### src/rtl/sha256_byte_stream_hasher_assert.svh
// assertion macros for the sha-256 byte stream hasher
// used by shabsh_core and the top level, no other dependencies
`ifndef SHA256_BYTE_STREAM_HASHER_ASSERT_SVH
`define SHA256_BYTE_STREAM_HASHER_ASSERT_SVH

// same-cycle implication, checked out of reset
`define SHABSH_ASSERT_NOW(lbl, clk, rst_n, ante, cons, msg) \
  lbl: assert property (@(posedge clk) disable iff (!rst_n) (ante) |-> (cons)) \
    else $error(msg);

// next-cycle implication, checked out of reset
`define SHABSH_ASSERT_NEXT(lbl, clk, rst_n, ante, cons, msg) \
  lbl: assert property (@(posedge clk) disable iff (!rst_n) (ante) |=> (cons)) \
    else $error(msg);

`endif

### src/rtl/shabsh_pkg.sv
// shared types, constants and round functions for the sha-256 byte stream hasher
// no dependencies; used by shabsh_core and sha256_byte_stream_hasher
package shabsh_pkg;

  // request codes
  localparam logic REQ_ABSORB = 1'b0;
  localparam logic REQ_FINISH = 1'b1;

  // padding and block geometry
  localparam logic [7:0] PAD_BYTE   = 8'h80;
  localparam logic [5:0] LEN_OFFSET = 6'd56;
  localparam logic [5:0] FILL_LAST  = 6'd63;
  localparam logic [3:0] LEN_BYTES  = 4'd8;
  localparam logic [5:0] ROUND_LAST = 6'd63;
  localparam logic [2:0] WORD_LAST  = 3'd7;

  // round constants
  localparam logic [31:0] K_TAB [64] = '{
    32'h428a2f98, 32'h71374491, 32'hb5c0fbcf, 32'he9b5dba5,
    32'h3956c25b, 32'h59f111f1, 32'h923f82a4, 32'hab1c5ed5,
    32'hd807aa98, 32'h12835b01, 32'h243185be, 32'h550c7dc3,
    32'h72be5d74, 32'h80deb1fe, 32'h9bdc06a7, 32'hc19bf174,
    32'he49b69c1, 32'hefbe4786, 32'h0fc19dc6, 32'h240ca1cc,
    32'h2de92c6f, 32'h4a7484aa, 32'h5cb0a9dc, 32'h76f988da,
    32'h983e5152, 32'ha831c66d, 32'hb00327c8, 32'hbf597fc7,
    32'hc6e00bf3, 32'hd5a79147, 32'h06ca6351, 32'h14292967,
    32'h27b70a85, 32'h2e1b2138, 32'h4d2c6dfc, 32'h53380d13,
    32'h650a7354, 32'h766a0abb, 32'h81c2c92e, 32'h92722c85,
    32'ha2bfe8a1, 32'ha81a664b, 32'hc24b8b70, 32'hc76c51a3,
    32'hd192e819, 32'hd6990624, 32'hf40e3585, 32'h106aa070,
    32'h19a4c116, 32'h1e376c08, 32'h2748774c, 32'h34b0bcb5,
    32'h391c0cb3, 32'h4ed8aa4a, 32'h5b9cca4f, 32'h682e6ff3,
    32'h748f82ee, 32'h78a5636f, 32'h84c87814, 32'h8cc70208,
    32'h90befffa, 32'ha4506ceb, 32'hbef9a3f7, 32'hc67178f2
  };

  // initial hash value
  localparam logic [31:0] H_INIT [8] = '{
    32'h6a09e667, 32'hbb67ae85, 32'h3c6ef372, 32'ha54ff53a,
    32'h510e527f, 32'h9b05688c, 32'h1f83d9ab, 32'h5be0cd19
  };

  // sequencer states
  typedef enum logic [1:0] {
    ST_IDLE,
    ST_COMP,
    ST_PAD,
    ST_OUT
  } state_t;

  // requests from the sequencer to the compression unit
  typedef struct packed {
    logic       push;
    logic [7:0] data;
    logic       blk_end;
    logic       rotate;
    logic       reinit;
  } core_ctrl_t;

  // status back from the compression unit
  typedef struct packed {
    logic        busy;
    logic        done;
    logic [31:0] head_word;
  } core_sts_t;

  function automatic logic [31:0] ror32(input logic [31:0] x, input int unsigned n);
    ror32 = (x >> n) | (x << (32 - n));
  endfunction

  function automatic logic [31:0] big_sig0(input logic [31:0] x);
    big_sig0 = ror32(x, 2) ^ ror32(x, 13) ^ ror32(x, 22);
  endfunction

  function automatic logic [31:0] big_sig1(input logic [31:0] x);
    big_sig1 = ror32(x, 6) ^ ror32(x, 11) ^ ror32(x, 25);
  endfunction

  function automatic logic [31:0] small_sig0(input logic [31:0] x);
    small_sig0 = ror32(x, 7) ^ ror32(x, 18) ^ (x >> 3);
  endfunction

  function automatic logic [31:0] small_sig1(input logic [31:0] x);
    small_sig1 = ror32(x, 17) ^ ror32(x, 19) ^ (x >> 10);
  endfunction

endpackage

### src/rtl/shabsh_core.sv
// sha-256 compression unit: block shift line, rolling schedule, one round per cycle
// depends on shabsh_pkg and sha256_byte_stream_hasher_assert.svh
`include "sha256_byte_stream_hasher_assert.svh"

module shabsh_core (
  input  logic                   clk,
  input  logic                   rst_n,
  input  shabsh_pkg::core_ctrl_t ctrl,
  output shabsh_pkg::core_sts_t  sts
);

  logic [511:0] blk_r;
  logic [31:0]  wv_r [8];
  logic [31:0]  h_r  [8];
  logic [5:0]   rnd_r;
  logic         run_r;
  logic         add_r;

  logic [31:0] x0, x1, x9, x14;
  logic [31:0] w_new, t1, t2, ch, maj;

  // schedule window taps, word 0 is the current round's word
  assign x0  = blk_r[511:480];
  assign x1  = blk_r[479:448];
  assign x9  = blk_r[223:192];
  assign x14 = blk_r[63:32];

  // shared round datapath
  always_comb begin
    w_new = shabsh_pkg::small_sig1(x14) + x9 + shabsh_pkg::small_sig0(x1) + x0;
    ch    = (wv_r[4] & wv_r[5]) ^ (~wv_r[4] & wv_r[6]);
    maj   = (wv_r[0] & wv_r[1]) ^ (wv_r[0] & wv_r[2]) ^ (wv_r[1] & wv_r[2]);
    t1    = wv_r[7] + shabsh_pkg::big_sig1(wv_r[4]) + ch + shabsh_pkg::K_TAB[rnd_r] + x0;
    t2    = shabsh_pkg::big_sig0(wv_r[0]) + maj;
  end

  // round sequencing and chaining value
  always_ff @(posedge clk) begin
    if (!rst_n) begin
      run_r <= 1'b0;
      add_r <= 1'b0;
      rnd_r <= '0;
      for (int i = 0; i < 8; i++) h_r[i] <= shabsh_pkg::H_INIT[i];
    end else begin
      add_r <= run_r && (rnd_r == shabsh_pkg::ROUND_LAST);
      if (ctrl.push && ctrl.blk_end) begin
        run_r <= 1'b1;
        rnd_r <= '0;
      end else if (run_r) begin
        rnd_r <= rnd_r + 6'd1;
        if (rnd_r == shabsh_pkg::ROUND_LAST) run_r <= 1'b0;
      end
      if (ctrl.reinit) begin
        for (int i = 0; i < 8; i++) h_r[i] <= shabsh_pkg::H_INIT[i];
      end else if (add_r) begin
        for (int i = 0; i < 8; i++) h_r[i] <= h_r[i] + wv_r[i];
      end else if (ctrl.rotate) begin
        for (int i = 0; i < 7; i++) h_r[i] <= h_r[i + 1];
        h_r[7] <= h_r[0];
      end
    end
  end

  // block bytes and working variables
  always_ff @(posedge clk) begin
    if (ctrl.push) begin
      blk_r <= {blk_r[503:0], ctrl.data};
    end else if (run_r) begin
      blk_r <= {blk_r[479:0], w_new};
    end
    if (ctrl.push && ctrl.blk_end) begin
      for (int i = 0; i < 8; i++) wv_r[i] <= h_r[i];
    end else if (run_r) begin
      wv_r[0] <= t1 + t2;
      wv_r[1] <= wv_r[0];
      wv_r[2] <= wv_r[1];
      wv_r[3] <= wv_r[2];
      wv_r[4] <= wv_r[3] + t1;
      wv_r[5] <= wv_r[4];
      wv_r[6] <= wv_r[5];
      wv_r[7] <= wv_r[6];
    end
  end

  assign sts.busy      = run_r | add_r;
  assign sts.done      = add_r;
  assign sts.head_word = h_r[0];

  // checks
  `SHABSH_ASSERT_NOW(a_phase_excl, clk, rst_n, 1'b1, $onehot0({run_r, add_r}), "round and add overlap")
  `SHABSH_ASSERT_NOW(a_no_push_busy, clk, rst_n, ctrl.push, !(run_r | add_r), "byte pushed during compression")
  `SHABSH_ASSERT_NEXT(a_add_after_last, clk, rst_n, run_r && (rnd_r == shabsh_pkg::ROUND_LAST), add_r && !run_r, "add does not follow last round")

endmodule

### src/rtl/sha256_byte_stream_hasher.sv
// Streaming SHA-256 hasher. An absorb request pushes its byte into the block; the 64th byte of a block
// starts a compression (64 rounds in the shared round unit, then one chaining add).
// A finish request pushes padding one byte a cycle between its one or two compressions, then shows
// eight digest words, one per cycle when not stalled. No request is taken meanwhile.
// Synchronous active-low reset loads the initial hash value and clears all counts.
// Depends on shabsh_pkg, shabsh_core and sha256_byte_stream_hasher_assert.svh.
`include "sha256_byte_stream_hasher_assert.svh"

module sha256_byte_stream_hasher (
  input  logic        clk,
  input  logic        rst_n,
  input  logic        in_valid,
  output logic        in_stall,
  input  logic        in_req_type,
  input  logic [7:0]  in_data_byte,
  output logic        out_valid,
  input  logic        out_stall,
  output logic [31:0] out_digest_word,
  output logic [2:0]  out_word_index,
  output logic        out_last_word
);

  shabsh_pkg::state_t     state_r, state_nxt;
  logic                   fin_r, fin_nxt;
  logic [5:0]             fill_r, fill_nxt;
  logic [3:0]             len_cnt_r, len_cnt_nxt;
  logic [63:0]            byte_cnt_r, byte_cnt_nxt;
  logic [2:0]             word_idx_r, word_idx_nxt;
  shabsh_pkg::core_ctrl_t core_ctrl;
  shabsh_pkg::core_sts_t  core_sts;

  // compression unit
  shabsh_core u_core (
    .clk   (clk),
    .rst_n (rst_n),
    .ctrl  (core_ctrl),
    .sts   (core_sts)
  );

  // state register
  always_ff @(posedge clk) begin
    if (!rst_n) begin
      state_r    <= shabsh_pkg::ST_IDLE;
      fin_r      <= 1'b0;
      fill_r     <= '0;
      len_cnt_r  <= '0;
      byte_cnt_r <= '0;
      word_idx_r <= '0;
    end else begin
      state_r    <= state_nxt;
      fin_r      <= fin_nxt;
      fill_r     <= fill_nxt;
      len_cnt_r  <= len_cnt_nxt;
      byte_cnt_r <= byte_cnt_nxt;
      word_idx_r <= word_idx_nxt;
    end
  end

  // sequencer: absorb, padding, compression wait, digest output
  always_comb begin
    state_nxt    = state_r;
    fin_nxt      = fin_r;
    fill_nxt     = fill_r;
    len_cnt_nxt  = len_cnt_r;
    byte_cnt_nxt = byte_cnt_r;
    word_idx_nxt = word_idx_r;
    core_ctrl    = '0;
    unique case (state_r)
      shabsh_pkg::ST_IDLE: begin
        if (in_valid) begin
          core_ctrl.push    = 1'b1;
          core_ctrl.blk_end = (fill_r == shabsh_pkg::FILL_LAST);
          fill_nxt          = fill_r + 6'd1;
          if (in_req_type == shabsh_pkg::REQ_ABSORB) begin
            core_ctrl.data = in_data_byte;
            byte_cnt_nxt   = byte_cnt_r + 64'd1;
            if (core_ctrl.blk_end) state_nxt = shabsh_pkg::ST_COMP;
          end else begin
            // finish: marker byte now, byte count turned into bit length
            core_ctrl.data = shabsh_pkg::PAD_BYTE;
            fin_nxt        = 1'b1;
            byte_cnt_nxt   = {byte_cnt_r[60:0], 3'b000};
            state_nxt      = core_ctrl.blk_end ? shabsh_pkg::ST_COMP : shabsh_pkg::ST_PAD;
          end
        end
      end
      shabsh_pkg::ST_PAD: begin
        core_ctrl.push    = 1'b1;
        core_ctrl.blk_end = (fill_r == shabsh_pkg::FILL_LAST);
        fill_nxt          = fill_r + 6'd1;
        // zeros up to the length field, then the bit length msb first
        if ((len_cnt_r != 4'd0) || (fill_r == shabsh_pkg::LEN_OFFSET)) begin
          core_ctrl.data = byte_cnt_r[63:56];
          byte_cnt_nxt   = {byte_cnt_r[55:0], 8'h00};
          len_cnt_nxt    = len_cnt_r + 4'd1;
        end else begin
          core_ctrl.data = 8'h00;
        end
        if (core_ctrl.blk_end) state_nxt = shabsh_pkg::ST_COMP;
      end
      shabsh_pkg::ST_COMP: begin
        if (core_sts.done) begin
          if (!fin_r) begin
            state_nxt = shabsh_pkg::ST_IDLE;
          end else if (len_cnt_r == shabsh_pkg::LEN_BYTES) begin
            state_nxt = shabsh_pkg::ST_OUT;
          end else begin
            state_nxt = shabsh_pkg::ST_PAD;
          end
        end
      end
      shabsh_pkg::ST_OUT: begin
        if (!out_stall) begin
          word_idx_nxt = word_idx_r + 3'd1;
          if (word_idx_r == shabsh_pkg::WORD_LAST) begin
            // back to reset state for the next message
            core_ctrl.reinit = 1'b1;
            state_nxt        = shabsh_pkg::ST_IDLE;
            fin_nxt          = 1'b0;
            len_cnt_nxt      = '0;
            byte_cnt_nxt     = '0;
            fill_nxt         = '0;
          end else begin
            core_ctrl.rotate = 1'b1;
          end
        end
      end
      default: begin
        state_nxt = shabsh_pkg::ST_IDLE;
      end
    endcase
  end

  // ports
  assign in_stall        = (state_r != shabsh_pkg::ST_IDLE);
  assign out_valid       = (state_r == shabsh_pkg::ST_OUT);
  assign out_digest_word = core_sts.head_word;
  assign out_word_index  = word_idx_r;
  assign out_last_word   = (word_idx_r == shabsh_pkg::WORD_LAST);

  // checks
  `SHABSH_ASSERT_NOW(a_out_block_empty, clk, rst_n, out_valid, fill_r == 6'd0, "digest shown with bytes in the block")
  `SHABSH_ASSERT_NOW(a_comp_busy, clk, rst_n, state_r == shabsh_pkg::ST_COMP, core_sts.busy, "waiting on an idle compression unit")
  `SHABSH_ASSERT_NOW(a_len_in_finish, clk, rst_n, len_cnt_r != 4'd0, fin_r, "length bytes outside a finish")
  `SHABSH_ASSERT_NEXT(a_clean_after_last, clk, rst_n, out_valid && !out_stall && out_last_word, (byte_cnt_r == 64'd0) && !fin_r && !out_valid, "state not cleared after digest")

endmodule

### config.mk
export PLATFORM = sky130hd
export DESIGN_NAME = sha256_byte_stream_hasher
export DESIGN_NICKNAME = d
export VERILOG_FILES = /design/src/rtl/shabsh_pkg.sv /design/src/rtl/shabsh_core.sv /design/src/rtl/sha256_byte_stream_hasher.sv
export VERILOG_INCLUDE_DIRS = /design/src /design/src/rtl
export SDC_FILE = /design/constraint.sdc
export NUM_CORES = 2
export LEC_CHECK = 0
export ABC_CLOCK_PERIOD_IN_PS = 19550
export BUFFER_PORTS_ARGS = -buffer_cell sky130_fd_sc_hd__buf_4
export CAP_MARGIN = 20
export CORE_UTILIZATION = 63
export DETAILED_ROUTE_END_ITERATION = 8
export PLACE_DENSITY = 0.84
export SETUP_SLACK_MARGIN = 0.4
export SLEW_MARGIN = 15
export SYNTH_ARGS = -nofsm -noshare
export SYNTH_HDL_FRONTEND = slang
export SYNTH_SLANG_ARGS = --single-unit
### constraint.sdc
create_clock -name clk -period 19.55 [get_ports clk]
set_input_delay 1.955 -clock clk [delete_from_list [all_inputs] [get_ports clk]]
set_output_delay 1.955 -clock clk [all_outputs]
set_load 0.01 [all_outputs]
==> qor.yml <==
finalHoldViolCount: 0
synth_top_family_by_area: "simple AND/OR/NAND/NOR gates"
wl_per_cell_um: 24.1
grt_pass1_wl_mm: 347
h-tree-depth: 3
grt_pass1_vias: 58753
cp.arrival_ps: 11090
hold_depth: 2
vias_per_cell: 6.39
clkSinkCount: 1112
drc: 0
drt-initial-drc-count: 7511
dieArea_mm2: 0.121
place_congestion: 1.04
avgSynthCellArea_um2: 9.43
synth_fa_ha_area_share_pct: 12.1
io_pins: 51
vias: 60418
peakVddDrop_mv: 0.163
synth_top_cells_by_area: "edfxtp_1, nand2_1, ha_1"
worst_r2r_path_depth: 37
dp_hpwl_mm: 162
grt_usage_pct: 37.2
yosys.area_share.simple_pct: 16.0
fin_nets: 8354
wirelength_mm: 228
io_buffers: 50
r2r_slack_ps: 8940
synth_seq_area_share_pct: 43.1
r2r_end: "u_core.wv_r[0][31]"
rr_startpoint: "u_core.rnd_r[0]"
hold_end: "fin_r"
std_cell_rows: 126
die_h_um: 348
setup_tns_ps: 0
clockBufferDepth: 3
syn_nets: 8604
synth_edf_count: 1024
drv_slew: 0
grt_max_degree: 216
critPathSlowestCell: "ha_1"
synth_top_area_share_pct: 40.8
synth_top_area_cell: "edfxtp_1"
crit_fanout: 22
die-width_um: 348
muxShareOfSynthArea_pct: 2.80
period_minus_slack_ps: 10610
clk_latency_ps: 780
cp.depth: 37
synth.most_common_cell: "nand2_1"
maxCapViolCount: 0
worst-setup-path-type: "reg2reg"
synth_xor_area_share_pct: 7.32
crit_top_cell: "a21oi_1"
setup_violations: 0
worst_pin_slew_ps: 1190
holdWs_ps: 465
min_from: "fin_r"
max_clock_freq_ghz: 0.0942
slew_headroom_pct: 20.7
synth_cells: 7997
gr-total-overflow: 0
syn2layout_area_growth_pct: 6.57
clk_pin_slew_ps: 60
drt.antenna.violating_nets: 0
firstDrtPassIters: 7
multi_input_area_mm2: 0.0401
seqCellArea_mm2: 0.0325
outcome: "complete, no violations"
initial_utilization_pct: 63.7
fill_cells: 8928
power_density_mw_per_mm2: 129
antenna_found_initial: 1
cts_tree: "yes"
rsz0062_at_grt: "false"
cts_resized: 0
synth_area_mm2: 0.0754
cp.required_ps: 20030
ys_ff_latch: 1112
fin_skew_ps: 58.4
fin_crit_sh_pct: 54.3
async_flop_share_pct: 0
post-place-ws_ps: 9280
cpLargestDelayFamily: "compound AO/OA/AOI/OAI gates"
fin_ws_ps: 8940
max_stage_delay_ps: 880
drive_gt1_share_pct: 7.01
cts-buffers-inserted: 118
yosys-top-cells-count: "nand2_1, edfxtp_1, a21oi_1, clkbuf_1"
p_leak_nw: 31.5
hp-class: "reg2reg"
crit_path_start_kind: "flop"
postCtsHoldBufs: 0
synth_ff_type: "edfxtp_1"
crit_buf_inv: 3
synth_compound_area_share_pct: 14.8
clock-root-buffer: "clkbuf_16"
post-cts-setup-buffers: 0
coreArea_mm2: 0.118
ys_types: 104
synth_warnings: 0
endpoint_kind: "flop"
## layout by cell type, fill, tap and decap left out, types with 114 or more instances in the layout
| cell type | Yosys | final |
|---|---|---|
| ha_1 | 399 | 399 |
| xnor2_1 | 414 | 414 |
| o21ai_0 | 384 | 384 |
| xor2_1 | 217 | 217 |
| a21oi_1 | 557 | 557 |
| a21o_1 | 163 | 163 |
| nand2_1 | 2084 | 2082 |
| edfxtp_1 | 1024 | 1024 |
| buf_4 | 32 | 114 |
| inv_1 | 240 | 240 |
| clkbuf_16 | 0 | 118 |
| mux2_2 | 158 | 158 |
| fa_1 | 195 | 195 |
| nor2_1 | 414 | 411 |
## sequential cells by signal (all words and copies together), names as in the netlist, 2 cells and up
signal and count:
fill_r 6, u_core.h_r 256, u_core.blk_r 512, u_core.rnd_r 6
out_word_index 3, len_cnt_r 4, u_core.wv_r 256, state_r 2
byte_cnt_r 64
## layout make-up
| class | count | share of cell area (%) |
|---|---|---|
| timing repair buffer | 119 | 1.20 |
| sequential | 1112 | 40.4 |
| inverter | 246 | 1.15 |
| tap | 1600 | 2.49 |
| clock buffer | 150 | 3.95 |
| antenna | 1 | 0.00311 |
| clock inverter | 71 | 0.839 |
| multi-input combinational | 6150 | 49.9 |
## routing by layer
metal	vias up	routed length (µm)	part of all wire, %	GRT usage, %
met5	-	0	0	0
met4	0	15700	6.9	23.1
met3	717	22000	9.7	6.51
met2	3232	105000	46	59.2
met1	29063	85400	37	47.4
li1	27406	-	-	-
## cell families after synthesis
| group | count (synthesis) |
|---|---|
| buf+inv | 735 |
| simple gates | 2950 |
| xor+xnor | 631 |
| compound gates | 1765 |
| fa+ha+maj | 619 |
| mux | 185 |
| flops | 1112 |
## how the worst max path moves through the flow
stage               startpoint                  to  slack [ps]
6_report       u_core.rnd_r[0]  u_core.wv_r[0][31]        8940
3_5_place_dp   u_core.rnd_r[0]  u_core.wv_r[0][31]        9280
5_1_grt        u_core.rnd_r[0]  u_core.wv_r[0][31]        8500
3_3_place_gp   u_core.rnd_r[0]  u_core.wv_r[0][31]        9180
2_1_floorplan         in_valid     u_core.blk_r[0]        4700
4_1_cts        u_core.rnd_r[0]  u_core.wv_r[0][31]        9190
## power by group
| part | total (mW) | internal, mW | switching, mW |
|---|---|---|---|
| clock | 2.28 | 1.26 | 1.02 |
| sequential | 3.35 | 3.04 | 0.314 |
| combinational | 4.74 | 1.92 | 2.82 |
| total | 10.4 | 6.21 | 4.15 |
## through the flow
stage                     cell area (µm²)  util [%]  power, mW  std cells
final                               80400      67.9       10.4       9449
after global routing                80400      67.9       10.9       9448
after CTS                           80400      67.9       10.3       9446
after detailed placement            76500      64.6       7.98       9225
after global placement              76500      64.6       7.89       9225
after floorplan                     75400         -       6.79       7997
## worst register-to-register path, delay by kind of cell (launching register included)
family | cells | cell delay (ps)
compound gates | 17 | 4280
fa+ha+maj | 7 | 3480
simple gates | 7 | 1140
xor+xnor | 3 | 550
buf+inv | 3 | 540
flops | 1 | 330
No activity file was read; power rests on OpenSTA's default activity.
